--- src/hw/rtl/b64c_pkg.sv ---
package b64c_pkg;

    // Configuration port geometry
    localparam int CFG_IDX_W  = 1;
    localparam int CFG_DATA_W = 1;

    // Configuration register indexes
    localparam logic [CFG_IDX_W-1:0] REG_DIRECTION = 1'b0;
    localparam logic [CFG_IDX_W-1:0] REG_ALPHABET  = 1'b1;

    // Direction codes
    localparam logic DIR_ENCODE = 1'b0;
    localparam logic DIR_DECODE = 1'b1;

    // Alphabets; character j sits at bits [8*(LEN-1-j) +: 8]
    localparam int STD_LEN     = 64;
    localparam int SUB_LEN     = 69;
    localparam int SUB_PAD_IDX = 68;

    localparam logic [8*STD_LEN-1:0] STD_ALPHABET =
        "ABCDEFGHIJKLMNOPQRSTUVWXYZabcdefghijklmnopqrstuvwxyz0123456789+/";
    localparam logic [8*SUB_LEN-1:0] SUB_ALPHABET =
        "nlmopqQH78SkC012xyMzw9FOPGRTUfghijrI#,=AstKL3de4u6J5Dv+/*&WXYVaBNbcZE";

    localparam logic [7:0] STD_PAD = 8'h3D;  // '='
    localparam logic [7:0] SUB_PAD = SUB_ALPHABET[7:0];  // 'E'

    // Decoded character: pad flag and 6-bit value
    typedef struct packed {
        logic       is_pad;
        logic [5:0] value;
    } dec_char_t;

    // 6-bit value to character
    function automatic logic [7:0] enc_char(logic [5:0] v, logic sel);
        logic [7:0] ch;
        if (sel)
            ch = SUB_ALPHABET[8*(SUB_LEN-1-int'(v)) +: 8];
        else
            ch = STD_ALPHABET[8*(STD_LEN-1-int'(v)) +: 8];
        return ch;
    endfunction

    function automatic logic [7:0] pad_char(logic sel);
        return sel ? SUB_PAD : STD_PAD;
    endfunction

    // Character to value; unknown characters give 0
    function automatic dec_char_t dec_char(logic [7:0] c, logic sel);
        dec_char_t r;
        r = '0;
        if (sel) begin
            // Substituted alphabet has no repeated characters
            for (int j = 0; j < SUB_LEN; j++) begin
                if (SUB_ALPHABET[8*(SUB_LEN-1-j) +: 8] == c) begin
                    if (j == SUB_PAD_IDX)
                        r.is_pad = 1'b1;
                    else if (j < STD_LEN)
                        r.value = 6'(j);
                end
            end
        end else begin
            if (c == STD_PAD)
                r.is_pad = 1'b1;
            else if (c >= 8'h41 && c <= 8'h5A)
                r.value = 6'(c - 8'h41);
            else if (c >= 8'h61 && c <= 8'h7A)
                r.value = 6'(c - 8'h47);
            else if (c >= 8'h30 && c <= 8'h39)
                r.value = 6'(c + 8'h04);
            else if (c == 8'h2B)
                r.value = 6'd62;
            else if (c == 8'h2F)
                r.value = 6'd63;
        end
        return r;
    endfunction

endpackage

--- src/hw/rtl/b64c_if.sv ---
// Input word channel
interface b64c_in_if;
    import b64c_pkg::*;

    logic       valid;
    logic       ready;
    logic [7:0] data_value;
    logic       last_item;

    modport source (output valid, data_value, last_item, input ready);
    modport sink   (input valid, data_value, last_item, output ready);
endinterface

// Result word channel
interface b64c_out_if;
    import b64c_pkg::*;

    logic       valid;
    logic       ready;
    logic [7:0] out_value;
    logic       out_valid;
    logic       out_last;

    modport source (output valid, out_value, out_valid, out_last, input ready);
    modport sink   (input valid, out_value, out_valid, out_last, output ready);
endinterface

--- src/hw/rtl/base64_substitution_codec.sv ---
// Streaming Base64 encoder/decoder.
// in_ch carries one byte (encode) or one character (decode) per word, with
// last_item marking the end of a message. out_ch carries the resulting
// characters or bytes; out_last flags the final result of a message, and
// out_valid is low only on the empty closing word a decode message may end with.
// direction and alphabet_select are written through cfg_we/cfg_index/cfg_data;
// a write also restarts the group state. The user must write them only while
// the block is idle; the block itself does not enforce this. An accepted word
// is held in the input register, then turned into its result group in the
// result group register, which offers its results. Throughput is one input word
// per cycle while out_ch does not stall and each word yields at most one result;
// the result group register drains one result per cycle while out_ch is ready;
// a group-closing encode word gives two results, a final encode word up to four.
// When out_ch stalls, the group register holds and the input register fills,
// then in_ch.ready drops. Reset clears the configuration to encode with the
// standard alphabet, the group state, and both pipeline registers.
module base64_substitution_codec
    import b64c_pkg::*;
(
    input  logic                  clk,
    input  logic                  rst_n,
    input  logic                  cfg_we,
    input  logic [CFG_IDX_W-1:0]  cfg_index,
    input  logic [CFG_DATA_W-1:0] cfg_data,
    b64c_in_if.sink               in_ch,
    b64c_out_if.source            out_ch
);

    // Configuration and group state
    logic       direction_reg;
    logic       alpha_sel_reg;
    logic [1:0] phase_reg,  phase_next;
    logic [5:0] carry_reg,  carry_next;

    // Input register
    logic       inr_valid_reg;
    logic [7:0] inr_data_reg;
    logic       inr_last_reg;

    // Result group register
    logic [7:0] grp_val_reg [4];
    logic [1:0] grp_cnt_reg;
    logic [1:0] grp_idx_reg;
    logic       grp_valid_reg;
    logic       grp_dvalid_reg;
    logic       grp_last_reg;

    // Results of the word in the input register
    logic [7:0] res_val [4];
    logic [1:0] res_cnt;
    logic       res_any;
    logic       res_dvalid;

    logic       grp_done;
    logic       grp_free;
    logic       advance;
    logic       grp_at_end;
    dec_char_t  dch;
    logic [5:0] enc_idx0;
    logic [5:0] enc_idx1;

    // Handshake control
    assign grp_at_end = (grp_idx_reg == grp_cnt_reg);
    assign grp_done   = grp_valid_reg & out_ch.ready & grp_at_end;
    assign grp_free   = ~grp_valid_reg | grp_done;
    assign advance    = inr_valid_reg & grp_free;
    assign in_ch.ready = ~inr_valid_reg | advance;

    // Encode/decode of one word
    always_comb
    begin
        phase_next = phase_reg;
        carry_next = carry_reg;
        enc_idx0   = '0;
        enc_idx1   = '0;
        res_cnt    = '0;
        res_any    = 1'b0;
        res_dvalid = 1'b1;
        dch        = dec_char(inr_data_reg, alpha_sel_reg);
        for (int k = 0; k < 4; k++)
            res_val[k] = pad_char(alpha_sel_reg);

        if (direction_reg == DIR_ENCODE) begin
            res_any = 1'b1;
            unique case (phase_reg)
                2'd1:
                begin
                    enc_idx0   = carry_reg | {2'b00, inr_data_reg[7:4]};
                    carry_next = {inr_data_reg[3:0], 2'b00};
                    phase_next = 2'd2;
                end
                2'd2:
                begin
                    enc_idx0   = carry_reg | {4'b0000, inr_data_reg[7:6]};
                    carry_next = '0;
                    phase_next = 2'd0;
                end
                default:
                begin
                    // phase three cannot occur here; it acts as phase zero
                    enc_idx0   = inr_data_reg[7:2];
                    carry_next = {inr_data_reg[1:0], 4'b0000};
                    phase_next = 2'd1;
                end
            endcase
            // second character: low six bits of a full group, else the tail
            enc_idx1 = (phase_reg == 2'd2) ? inr_data_reg[5:0] : carry_next;
            if (phase_reg == 2'd2)
                res_cnt = 2'd1;
            else if (inr_last_reg && phase_next == 2'd1)
                res_cnt = 2'd3;
            else if (inr_last_reg && phase_next == 2'd2)
                res_cnt = 2'd2;
            res_val[0] = enc_char(enc_idx0, alpha_sel_reg);
            res_val[1] = enc_char(enc_idx1, alpha_sel_reg);
        end else begin
            res_val[0] = '0;
            if (!dch.is_pad) begin
                phase_next = phase_reg + 2'd1;
                unique case (phase_reg)
                    2'd0:
                    begin
                        carry_next = dch.value;
                    end
                    2'd1:
                    begin
                        res_any    = 1'b1;
                        res_val[0] = {carry_reg, dch.value[5:4]};
                        carry_next = {2'b00, dch.value[3:0]};
                    end
                    2'd2:
                    begin
                        res_any    = 1'b1;
                        res_val[0] = {carry_reg[3:0], dch.value[5:2]};
                        carry_next = {4'b0000, dch.value[1:0]};
                    end
                    default:
                    begin
                        res_any    = 1'b1;
                        res_val[0] = {carry_reg[1:0], dch.value};
                        carry_next = '0;
                    end
                endcase
            end
            // empty closing word
            if (!res_any && inr_last_reg) begin
                res_any    = 1'b1;
                res_dvalid = 1'b0;
            end
        end

        if (inr_last_reg) begin
            phase_next = '0;
            carry_next = '0;
        end
    end

    // Configuration and group state registers
    always_ff @(posedge clk or negedge rst_n)
    begin
        if (!rst_n) begin
            direction_reg <= DIR_ENCODE;
            alpha_sel_reg <= 1'b0;
            phase_reg     <= '0;
            carry_reg     <= '0;
        end else if (cfg_we) begin
            unique case (cfg_index)
                REG_DIRECTION: direction_reg <= cfg_data[0];
                REG_ALPHABET:  alpha_sel_reg <= cfg_data[0];
                default:       ;
            endcase
            phase_reg <= '0;
            carry_reg <= '0;
        end else if (advance) begin
            phase_reg <= phase_next;
            carry_reg <= carry_next;
        end
    end

    // Input register
    always_ff @(posedge clk or negedge rst_n)
    begin
        if (!rst_n) begin
            inr_valid_reg <= 1'b0;
        end else if (in_ch.ready) begin
            inr_valid_reg <= in_ch.valid;
        end
    end

    always_ff @(posedge clk)
    begin
        if (in_ch.valid && in_ch.ready) begin
            inr_data_reg <= in_ch.data_value;
            inr_last_reg <= in_ch.last_item;
        end
    end

    // Result group control
    always_ff @(posedge clk or negedge rst_n)
    begin
        if (!rst_n) begin
            grp_valid_reg <= 1'b0;
            grp_idx_reg   <= '0;
        end else if (advance && res_any) begin
            grp_valid_reg <= 1'b1;
            grp_idx_reg   <= '0;
        end else if (grp_done) begin
            grp_valid_reg <= 1'b0;
            grp_idx_reg   <= '0;
        end else if (grp_valid_reg && out_ch.ready) begin
            grp_idx_reg <= grp_idx_reg + 2'd1;
        end
    end

    // Result group payload
    always_ff @(posedge clk)
    begin
        if (advance && res_any) begin
            grp_val_reg    <= res_val;
            grp_cnt_reg    <= res_cnt;
            grp_dvalid_reg <= res_dvalid;
            grp_last_reg   <= inr_last_reg;
        end
    end

    // Output word
    assign out_ch.valid     = grp_valid_reg;
    assign out_ch.out_value = grp_val_reg[grp_idx_reg];
    assign out_ch.out_valid = grp_dvalid_reg;
    assign out_ch.out_last  = grp_last_reg & grp_at_end;

`ifndef SYNTHESIS
    // Empty closing word is a single, final result
    a_empty_close: assert property (@(posedge clk) disable iff (!rst_n)
        (grp_valid_reg && !grp_dvalid_reg) |-> (grp_cnt_reg == 2'd0 && grp_last_reg))
        else $error("empty closing word not a single final result");

    // Group state restarts after the last word of a message
    a_last_clears: assert property (@(posedge clk) disable iff (!rst_n)
        (advance && inr_last_reg) |=> (phase_reg == 2'd0 && carry_reg == 6'd0))
        else $error("group state not cleared after last word");

    // Encoding never reaches phase three
    a_enc_phase: assert property (@(posedge clk) disable iff (!rst_n)
        (direction_reg == DIR_ENCODE) |-> (phase_reg != 2'd3))
        else $error("encode reached phase three");
`endif

endmodule
--- src/flat_wrapper.sv ---
// flat-port wrapper written by rule: the top's interface ports become plain ports
module base64_substitution_codec_flat import b64c_pkg::*;
  (clk, rst_n, cfg_we, cfg_index, cfg_data, in_ch_valid, in_ch_data_value, in_ch_last_item, in_ch_ready, out_ch_valid, out_ch_out_value, out_ch_out_valid, out_ch_out_last, out_ch_ready);
  b64c_in_if in_ch_i ();
  b64c_out_if out_ch_i ();
  input  logic clk;
  input  logic rst_n;
  input  logic cfg_we;
  input  logic [CFG_IDX_W-1:0] cfg_index;
  input  logic [CFG_DATA_W-1:0] cfg_data;
  input wire logic [$bits(in_ch_i.valid)-1:0] in_ch_valid;
  input wire logic [$bits(in_ch_i.data_value)-1:0] in_ch_data_value;
  input wire logic [$bits(in_ch_i.last_item)-1:0] in_ch_last_item;
  output wire logic [$bits(in_ch_i.ready)-1:0] in_ch_ready;
  output wire logic [$bits(out_ch_i.valid)-1:0] out_ch_valid;
  output wire logic [$bits(out_ch_i.out_value)-1:0] out_ch_out_value;
  output wire logic [$bits(out_ch_i.out_valid)-1:0] out_ch_out_valid;
  output wire logic [$bits(out_ch_i.out_last)-1:0] out_ch_out_last;
  input wire logic [$bits(out_ch_i.ready)-1:0] out_ch_ready;
  assign in_ch_i.valid = in_ch_valid;
  assign in_ch_i.data_value = in_ch_data_value;
  assign in_ch_i.last_item = in_ch_last_item;
  assign in_ch_ready = in_ch_i.ready;
  assign out_ch_valid = out_ch_i.valid;
  assign out_ch_out_value = out_ch_i.out_value;
  assign out_ch_out_valid = out_ch_i.out_valid;
  assign out_ch_out_last = out_ch_i.out_last;
  assign out_ch_i.ready = out_ch_ready;
  base64_substitution_codec u_core (.clk(clk), .rst_n(rst_n), .cfg_we(cfg_we), .cfg_index(cfg_index), .cfg_data(cfg_data), .in_ch(in_ch_i), .out_ch(out_ch_i));
endmodule
--- config.mk ---
export PLATFORM = sky130hd
export DESIGN_NAME = base64_substitution_codec_flat
export DESIGN_NICKNAME = d
export VERILOG_FILES = /design/src/hw/rtl/b64c_pkg.sv /design/src/hw/rtl/b64c_if.sv /design/src/hw/rtl/base64_substitution_codec.sv /design/src/flat_wrapper.sv
export SDC_FILE = /design/constraint.sdc
export NUM_CORES = 1
export LEC_CHECK = 0
export BUFFER_PORTS_ARGS = -buffer_cell sky130_fd_sc_hd__clkbuf_2
export CORE_MARGIN = 2
export CORE_UTILIZATION = 40
export CTS_CLUSTER_SIZE = 40
export DETAILED_ROUTE_END_ITERATION = 6
export MAX_ROUTING_LAYER = met4
export SLEW_MARGIN = 10
export SYNTH_ARGS = -nofsm -noshare
export SYNTH_HDL_FRONTEND = slang
export SYNTH_SLANG_ARGS = --single-unit
export TNS_END_PERCENT = 20
--- constraint.sdc ---
create_clock -name clk -period 5.8 [get_ports clk]
set_clock_uncertainty 0.15 [all_clocks]
set_input_delay 0.58 -clock clk [delete_from_list [all_inputs] [get_ports clk]]
set_output_delay 0.58 -clock clk [all_outputs]
set_load 0.005 [all_outputs]
==> impl_results.rst <==
.. list-table::
   :header-rows: 1

   * - Metric
     - Value
   * - Status
     - finished, final reports clean
   * - Endpoint required time on the critical path
     - 5660 ps
   * - Vias in the first global route
     - 7872
   * - Classification of the worst-slack hold path
     - primary input to asynchronous set/reset pin
   * - Met3 Usage GRT
     - 3.30%
   * - Warnings, synthesis
     - 0
   * - Final layout net count
     - 1061
   * - Drc violations
     - 0
   * - Critical R2R Launch
     - u_core.phase_reg[1]
   * - VDD IR max
     - 377 uV
   * - Post-Syn Nets
     - 1104
   * - Synth top area share
     - 11.5%
   * - Clock period minus worst slack
     - 4740 ps
   * - Quantity of I/O buffers inserted on ports
     - 27
   * - Static power due to leakage
     - 2.87 nW
   * - Wire length reported by the detailed router
     - 27.6 mm
   * - Power per standard cell area
     - 611 nW/um2
   * - I/O pins
     - 28
   * - Number of CTS-inserted buffers
     - 5
   * - Critical path arrival
     - 4600 ps
   * - Post-synth top area cell
     - sky130_fd_sc_hd__edfxtp_1
   * - First DRT Iteration DRCs
     - 1297
   * - Clock input transition at the sequential cells of the worst setup and hold paths
     - 70 ps
   * - Critical Setup Path Class
     - flip-flop to flip-flop
   * - Achievable clock frequency
     - 211 MHz
   * - Resized cells post-CTS
     - 0
   * - Deepest clock path buffer count
     - 2
   * - Final worst setup slack
     - 1060 ps
   * - Hold buffers post-CTS
     - 0
   * - Count of mapped cells out of synthesis
     - 1042
   * - Biggest fanout along the worst timing path
     - 22
   * - Largest net degree at the start of global routing
     - 37
   * - Area growth, synth to finish
     - 4.11%
   * - #FFs+latches synth
     - 44
   * - Relative slew margins
     - 27.6%
   * - Number of max-slew violations in the final report
     - 0
   * - Post-DR vias/cell
     - 6.80
   * - Die W
     - 144 um
   * - Setup Fix Bufs, Post-CTS
     - 0
   * - Deepest level of the CTS H-tree
     - 2
   * - Average cell area after synthesis
     - 7.51 um2
   * - Antenna Cells
     - 0
   * - Worst reg2reg path endpoint
     - u_core.grp_val_reg[24]
   * - Post-DR wirelength/cell
     - 21.8 um
   * - Post-route ant nets
     - 0
   * - Core outline area
     - 19300 um2
   * - Setup crit end kind
     - flip-flop
   * - Library cell used as clock root buffer
     - sky130_fd_sc_hd__clkbuf_16
   * - Async set or reset register ratio after synthesis
     - 31.8%
   * - Tot Pwr
     - 0.00497 W
   * - First-pass GRT wire length
     - 44.1 mm
   * - Router iterations before antenna repair
     - 6
   * - Placement Rows
     - 51
   * - Clock latency on the worst-skew pair
     - 300 ps
   * - Final count of hold timing violations
     - 0
   * - Vias after detailed routing
     - 8604
   * - Setup repair after global routing missed its margin
     - false
   * - Total track usage
     - 27.3%
   * - Leftover overflow at the end of global routing
     - 0
   * - Post-synthesis sequential area ratio
     - 16.0%
   * - Worst R2R Setup Slack
     - 1060 ps
   * - Most Crowded Layer GR
     - met2
   * - Number of flip-flops in the largest register
     - 17
   * - Initial core utilization
     - 40.5%
   * - Number of antenna violations at the first check in global routing
     - 0
   * - Prevailing post-synth register cell
     - sky130_fd_sc_hd__edfxtp_1
   * - Clock Sinks
     - 44
   * - Share of the cycle needed by the critical path after routing
     - 81.8%
   * - Unique cell type count in the Yosys netlist
     - 113
   * - Cell Area, Placed
     - 7980 um2
   * - Clock tree from TritonCTS
     - built
   * - Layout cell share with drive strength beyond 1
     - 11.6%
   * - Final std cell area, no fill
     - 8150 um2
   * - M2 GR Usage
     - 41.2%
   * - Top cell types by occurrence after synthesis
     - sky130_fd_sc_hd__nand2_1 (86), sky130_fd_sc_hd__nor2_1 (86), sky130_fd_sc_hd__a21oi_1 (70), sky130_fd_sc_hd__o21ai_0 (69), sky130_fd_sc_hd__clkbuf_1 (50)
   * - Setup WS pre-CTS
     - 1190 ps
   * - R2r worst-path depth
     - 13
   * - Actual slew at the worst max-slew pin
     - 1080 ps
   * - Half-perimeter wire length after detailed placement
     - 19.4 mm
   * - Count of maximum capacitance violations
     - 0
   * - Min Hold Slack
     - 41.2 ps
   * - Die Height
     - 144 um
   * - Area enclosed by the die boundary
     - 20700 um2
   * - Total setup violations reported at the end of the flow
     - 0
   * - Setup TNS
     - 0 ps
   * - Setup crit start kind
     - flip-flop
   * - RD Place Congestion
     - 0.985
   * - Cell area after synthesis
     - 7830 um2
   * - Leading cell types by total area after synthesis
     - sky130_fd_sc_hd__edfxtp_1 (12%), sky130_fd_sc_hd__ha_1 (7.4%), sky130_fd_sc_hd__a21oi_1 (4.5%), sky130_fd_sc_hd__dfrtp_1 (4.5%), sky130_fd_sc_hd__o21ai_0 (4.4%)
   * - Count of flip-flops with a built-in enable after synthesis
     - 30
   * - Met1 Usage GRT
     - 37.6%
-- cell families after synthesis --
logic type / after synthesis / share of synthesized area, %
buffers and inverters: 135 / 7.93
adder cells (fa/ha/maj): 47 / 7.48
AO/OA/AOI/OAI: 413 / 38.0
AND/OR/NAND/NOR: 363 / 24.9
multiplexers: 23 / 3.49
flip-flops: 44 / 16.0
XOR/XNOR: 17 / 2.19
-- where the power goes --
group	total [W]	internal, W	switching [W]
sequential	0.000612	0.000501	0.000111
clock	0.000343	0.000205	0.000137
combinational	0.00402	0.00138	0.00264
total	0.00497	0.00209	0.00289
-- routing by layer --
layer / vias to the layer above / wire [um]
li1: 3953 / -
met1: 4042 / 11900
met2: 517 / 12200
met3: 92 / 2330
met4: 0 / 1090
met5: - / 0
-- critical path, cell delays in order (launching register included) --
cell and delay, ps:
sky130_fd_sc_hd__dfrtp_1 410, sky130_fd_sc_hd__inv_1 110, sky130_fd_sc_hd__ha_1 720, sky130_fd_sc_hd__o211ai_1 220, sky130_fd_sc_hd__nand3_2 150, sky130_fd_sc_hd__inv_2 160, sky130_fd_sc_hd__ha_1 370, sky130_fd_sc_hd__a211oi_2 490
sky130_fd_sc_hd__nor3_1 160, sky130_fd_sc_hd__or2_1 410, sky130_fd_sc_hd__nand2_1 180, sky130_fd_sc_hd__a21oi_1 80, sky130_fd_sc_hd__nor4_1 670, sky130_fd_sc_hd__o32ai_1 170
-- final cells by class --
| type | count | area (um2) |
|---|---|---|
| clock inverters | 3 | 46.3 |
| flip-flops and latches | 44 | 1250 |
| fillers | 1976 | 11200 |
| inverters | 36 | 135 |
| repair buffers | 49 | 300 |
| clock buffers | 5 | 125 |
| multi-input cells | 863 | 5960 |
| well taps | 265 | 332 |
-- cell usage in the layout (no fill, tap or decap), types with 13 or more instances in the layout --
cell type / count
sky130_fd_sc_hd__and2_1: 13
sky130_fd_sc_hd__clkbuf_2: 27
sky130_fd_sc_hd__nor2_1: 86
sky130_fd_sc_hd__nor3_1: 33
sky130_fd_sc_hd__nand2_1: 86
sky130_fd_sc_hd__dfrtp_1: 14
sky130_fd_sc_hd__o31ai_1: 15
sky130_fd_sc_hd__o22ai_1: 25
sky130_fd_sc_hd__nand3_1: 28
sky130_fd_sc_hd__nand2b_1: 15
sky130_fd_sc_hd__o21ai_0: 69
sky130_fd_sc_hd__a21oi_1: 69
sky130_fd_sc_hd__a211oi_1: 31
sky130_fd_sc_hd__edfxtp_1: 30
sky130_fd_sc_hd__ha_1: 46
sky130_fd_sc_hd__a31oi_1: 16
sky130_fd_sc_hd__nor2b_1: 14
sky130_fd_sc_hd__mux2i_1: 16
sky130_fd_sc_hd__o211ai_1: 21
sky130_fd_sc_hd__inv_1: 29
sky130_fd_sc_hd__buf_4: 22
sky130_fd_sc_hd__o21ai_1: 15
sky130_fd_sc_hd__a311oi_1: 13
-- stage by stage --
stage / cells / utilization [%]
final: 1265 / 42.1
after CTS: 1265 / 42.1
after detailed placement: 1257 / 41.2
after global placement: 1257 / 41.2
after global routing: 1265 / 42.1
after floorplan: 1042 / -
-- worst max-delay path by stage --
| stage | from | slack, ps | to | depth (start not counted) |
|---|---|---|---|---|
| 6_report | u_core.phase_reg[1] | 1060 | u_core.grp_val_reg[24] | 13 |
| 4_1_cts | u_core.phase_reg[0] | 1180 | u_core.grp_val_reg[24] | 14 |
| 5_1_grt | u_core.phase_reg[0] | 710 | u_core.grp_val_reg[24] | 15 |
| 2_1_floorplan | u_core.phase_reg[0] | 1640 | u_core.grp_val_reg[24] | 18 |
| 3_5_place_dp | u_core.phase_reg[0] | 1190 | u_core.grp_val_reg[24] | 14 |
| 3_3_place_gp | u_core.phase_reg[1] | 1230 | u_core.grp_val_reg[24] | 13 |
Note: power is estimated with default switching activity, not from simulation.
